File: src/rtl/hds_pkg.sv
`timescale 1ns / 1ps
// ----------------------------------------------------------------------------
// Haversine distance package
// Shared constants, widths and the CORDIC arctangent table.
// ----------------------------------------------------------------------------
package hds_pkg;

  localparam int CORDIC_ITERS = 30;
  localparam int SQRT_ITERS   = 32;
  localparam int COS_W        = 34;
  localparam int ATAN_W       = 35;

  // Rotation CORDIC start value, Q30, compensates the CORDIC gain.
  localparam logic [29:0] CORDIC_GAIN = 30'd652032874;

  // Degrees to binary angle: q = floor((mag * 8192 + 22) / 45).
  // mag is split as 45 * t + u, so q = t * 8192 + 182 * u + bump(u).
  localparam logic [26:0] RECIP_45   = 27'd95443717;
  localparam logic [6:0]  FRAC_DIV   = 7'd45;
  localparam logic [7:0]  FRAC_STEP  = 8'd182;
  localparam logic [5:0]  FRAC_BUMP1 = 6'd12;
  localparam logic [5:0]  FRAC_BUMP2 = 6'd34;

  localparam logic [30:0] PI_Q29 = 31'd1686629713;

  localparam int RADIUS_W = 13;
  localparam logic [RADIUS_W-1:0] RADIUS_RESET = 13'd6373;

  localparam int DIST_FRAC_BITS = 8;
  localparam int DIST_SHIFT     = 27 - DIST_FRAC_BITS;
  localparam int DIST_W         = 23;

  localparam int ADDR_W = 2;
  localparam logic [ADDR_W-1:0] ADDR_RADIUS = 2'd0;

  // atan(2^-i) as a binary angle, 2^32 units per turn.
  function automatic logic [29:0] atan_entry(input int i);
    case (i)
      0:  return 30'h20000000;
      1:  return 30'h12E4051E;
      2:  return 30'h09FB385B;
      3:  return 30'h051111D4;
      4:  return 30'h028B0D43;
      5:  return 30'h0145D7E1;
      6:  return 30'h00A2F61E;
      7:  return 30'h00517C55;
      8:  return 30'h0028BE53;
      9:  return 30'h00145F2F;
      10: return 30'h000A2F98;
      11: return 30'h000517CC;
      12: return 30'h00028BE6;
      13: return 30'h000145F3;
      14: return 30'h0000A2FA;
      15: return 30'h0000517D;
      16: return 30'h000028BE;
      17: return 30'h0000145F;
      18: return 30'h00000A30;
      19: return 30'h00000518;
      20: return 30'h0000028C;
      21: return 30'h00000146;
      22: return 30'h000000A3;
      23: return 30'h00000051;
      24: return 30'h00000029;
      25: return 30'h00000014;
      26: return 30'h0000000A;
      27: return 30'h00000005;
      28: return 30'h00000003;
      29: return 30'h00000001;
      default: return 30'h0;
    endcase
  endfunction

endpackage

File: src/rtl/hds_isqrt.sv
`timescale 1ns / 1ps
// ----------------------------------------------------------------------------
// Pipelined integer square root
// Floor root of a 64-bit radicand, one result bit per register stage.
// ----------------------------------------------------------------------------
module hds_isqrt
  import hds_pkg::*;
(
  input  logic        clk,
  input  logic        en,
  input  logic [63:0] radicand,
  output logic [31:0] root
);

  logic [63:0] n_q    [SQRT_ITERS];
  logic [63:0] r_q    [SQRT_ITERS];
  logic [63:0] n_p    [SQRT_ITERS];
  logic [63:0] r_p    [SQRT_ITERS];
  logic [63:0] n_next [SQRT_ITERS];
  logic [63:0] r_next [SQRT_ITERS];
  logic [63:0] trial  [SQRT_ITERS];

  always_comb begin
    n_p[0] = radicand;
    r_p[0] = '0;
    for (int i = 1; i < SQRT_ITERS; i++) begin
      n_p[i] = n_q[i-1];
      r_p[i] = r_q[i-1];
    end
    for (int i = 0; i < SQRT_ITERS; i++) begin
      trial[i] = r_p[i] + (64'd1 << (2 * (SQRT_ITERS - 1 - i)));
      if (n_p[i] >= trial[i]) begin
        n_next[i] = n_p[i] - trial[i];
        r_next[i] = (r_p[i] >> 1) + (64'd1 << (2 * (SQRT_ITERS - 1 - i)));
      end else begin
        n_next[i] = n_p[i];
        r_next[i] = r_p[i] >> 1;
      end
    end
  end

  always_ff @(posedge clk) begin
    if (en) begin
      for (int i = 0; i < SQRT_ITERS; i++) begin
        n_q[i] <= n_next[i];
        r_q[i] <= r_next[i];
      end
    end
  end

  assign root = r_q[SQRT_ITERS-1][31:0];

endmodule

File: config.mk
export PLATFORM = sky130hd
export DESIGN_NAME = hds_isqrt
export DESIGN_NICKNAME = d
export VERILOG_FILES = /design/src/rtl/hds_pkg.sv /design/src/rtl/hds_isqrt.sv
export SDC_FILE = /design/constraint.sdc
export NUM_CORES = 2
export LEC_CHECK = 0
export BUFFER_PORTS_ARGS = -buffer_cell sky130_fd_sc_hd__buf_2
export CAP_MARGIN = 0
export CORE_MARGIN = 2
export CORE_UTILIZATION = 64
export DETAILED_ROUTE_END_ITERATION = 10
export PLACE_DENSITY = 0.86
export SYNTH_ARGS = -nofsm -noshare
export SYNTH_HDL_FRONTEND = slang
export SYNTH_SLANG_ARGS = --single-unit
File: constraint.sdc
create_clock -name clk -period 5.12 [get_ports clk]
set_input_delay 0.768 -clock clk [delete_from_list [all_inputs] [get_ports clk]]
set_output_delay 0.768 -clock clk [all_outputs]
set_load 0.03 [all_outputs]
==> flow_summary.ini <==
[place]
dpl_cell_area_mm2 = 0.124
dp_slack_ns = 0.620
port_buffers = 97
dp.cells = 12000
dpl.hpwl_um = 224000
place_congestion = 0.963

[worst_setup_path]
critPathArrivalTime_ns = 5.20
end_kind = flip-flop
crit_slowest_cell = a2111oi_0
path_class = reg -> reg
cpPeakStageDelay_ns = 0.77
crit_top_cell = or4_1
crit_path_start_kind = flip-flop
cp_cell_sequence = or4_1, or4_1, and4bb_1, o211ai_1, a41o_1, a2111oi_0, nor2_4, o211a_1, and4b_1, xor2_1
cp_max_fo = 16
required_ns = 5.75

[logic_synthesis]
synthCells = 9523
synth_seq_cells = 2512
synth_edf_count = 2512
netlist_area_mm2 = 0.120
ys_types = 93
ys.flop_type = edfxtp_1
synthTopCellsByArea = edfxtp_1, ha_1, xnor2_1
syn_avg_cell_area_um2 = 12.6
synth_top_area_share_pct = 62.8
yosysTopAreaCell = edfxtp_1
synth-async-reset-ratio_pct = 0
ys_warn_count = 0
synth.most_common_cell = edfxtp_1
syn-num-nets = 10100
synthTopCellsByCount = edfxtp_1, inv_1, nor2_1
seq_area_frac_synth_pct = 62.8

[cts]
path_clk_slew_ns = 0.06
cts_hold_buf = 55
clock_latency_ns = 0.96
clock_sinks = 2512
cts_root_buf = clkbuf_16
cts_made_buffers = 240
h-tree-depth = 4
post_cts_buffers = 0
cts_tree = done
post_cts_resized = 0
clockBufferDepth = 3

[route]
first_iter_violations = 10700
wl_per_cell_um = 26.1
vias = 82000
dr.pass1.iters = 9
drc = 0
via_per_inst = 6.55
ant_nets = 0
drt-total-wl_um = 327000

[pwr]
p_total_mw = 60.6
power_density_mw_per_mm2 = 456
ir_drop_mv = 0.460
power_leakage_nw = 50.3

[floorplan]
dieHeight_um = 437
die_area_mm2 = 0.191
pin_count = 98
core_mm2 = 0.186
initial_utilization_pct = 64.6
placementRows = 158
fp.dieW_um = 437

[final_layout]
finalCoreUtilization_pct = 71.4
multi_input_area_mm2 = 0.0413
nFillCells = 11600
finish.instance_area_mm2 = 0.133
final_cell_count_no_fill = 12500
synthToLayoutAreaGrowth_pct = 10.6
fin_nets = 10400
final_layout_size_suffix_gt1_share_pct = 7.33
seqCellArea_mm2 = 0.0754

[timing]
finalHoldViolCount = 0
finalSetupTns_ns = 0
max_slew_margin_pct = 16.8
tightest_slew_ns = 1.24
period_share_pct = 89.4
fmax_mhz = 218
finalSetupViolations = 0
setup_slack_ns = 0.542
slew_violations = 0
clock_skew_ns = 0.134
post-route-min-period_ns = 4.58
rsz0062_at_grt = no
whs_ns = 0.0552

[grt]
grt_pass1_vias = 80100
antenna_found_initial = 19
grt_overflow = 0
grtUsageTotal_pct = 33.5
grt_max_degree = 164
grt_pass1_wl_um = 486000

[outcome]
status = completed

[job]
drv_cap = 0

[hold_path]
min_path_type = in -> reg
## per-layer routing
layer,share of wire [%],global-route usage [%],vias to the layer above
li1,-,-,36200
met4,5.8,16.5,14
met1,36,41.0,39500
met3,9.3,6.47,1185
met5,0.027,0,-
met2,49,56.9,5122
## worst max-delay path, delay by kind of cell, from the launching register on
family                    cells  cell delay, ns
AOI/OAI and AO/OA             4            1.56
xor gates and xnor gates      1            0.14
DFF                           1            0.44
and+or+nand+nor               5            2.18
## sequential cells by signal, summed over array words and instances, names as in the netlist
signal / cells
n_q: 1984
r_q: 528
## final timing paths
check | startpoint | end | cells past startpoint | slack, ns
setup / recovery | n_q[1][879]$_DFFE_PP_ | n_q[1][952]$_DFFE_PP_ | 10 | 0.54
setup reg to reg | n_q[1][879]$_DFFE_PP_ | n_q[1][952]$_DFFE_PP_ | 10 | 0.54
hold reg to reg | r_q[1][35]$_DFFE_PP_ | r_q[1][98]$_DFFE_PP_ | 0 | 0.38
hold / removal | radicand[55] | n_q[0][55]$_DFFE_PP_ | 1 | 0.06
## cells by family (layout without fill, tap and decap cells)
kind of cell    count (synthesis)  in the layout  synth area share [%]
compound gates               1789           1789                  9.21
xor+xnor                      876            876                  6.39
fa+ha+maj                     558            558                  5.81
buf+inv                       907           1404                  2.85
flops                        2512           2512                  62.8
mux                           114            114                  1.06
other cells                     0              8                     0
simple gates                 2767           2767                  11.9
## power breakdown
| part | switching (mW) | internal, mW |
|---|---|---|
| sequential | 2.42 | 26.1 |
| clock | 8.33 | 10.6 |
| combinational | 7.95 | 5.20 |
| total | 18.7 | 41.9 |
## cell usage in the layout, fill, tap and decap left out, drive strengths merged, types with 51 or more instances in the layout
cell / count
edfxtp: 2512
inv: 725
nor2: 613
nand2: 611
a21oi: 599
ha: 558
xnor2: 491
o21ai: 415
xor2: 385
nor4: 350
clkbuf: 273
a21o: 262
nor3: 240
buf: 181
nand4: 172
nand3: 162
o21a: 124
clkinv: 113
mux2: 104
nand2b: 93
or3: 84
nor2b: 84
or4: 76
dlygate4sd3: 55
nor4b: 51
## area by class of cell
| class | count | area share (%) |
|---|---|---|
| inverters | 721 | 2.04 |
| flip-flops and latches | 2512 | 56.8 |
| diodes | 8 | 0.0151 |
| clock buffers | 273 | 4.61 |
| clock inverters | 174 | 1.67 |
| repair buffers | 236 | 1.47 |
| multi-input cells | 6104 | 31.1 |
| well taps | 2480 | 2.34 |
No activity file was read; power rests on OpenSTA's default activity.
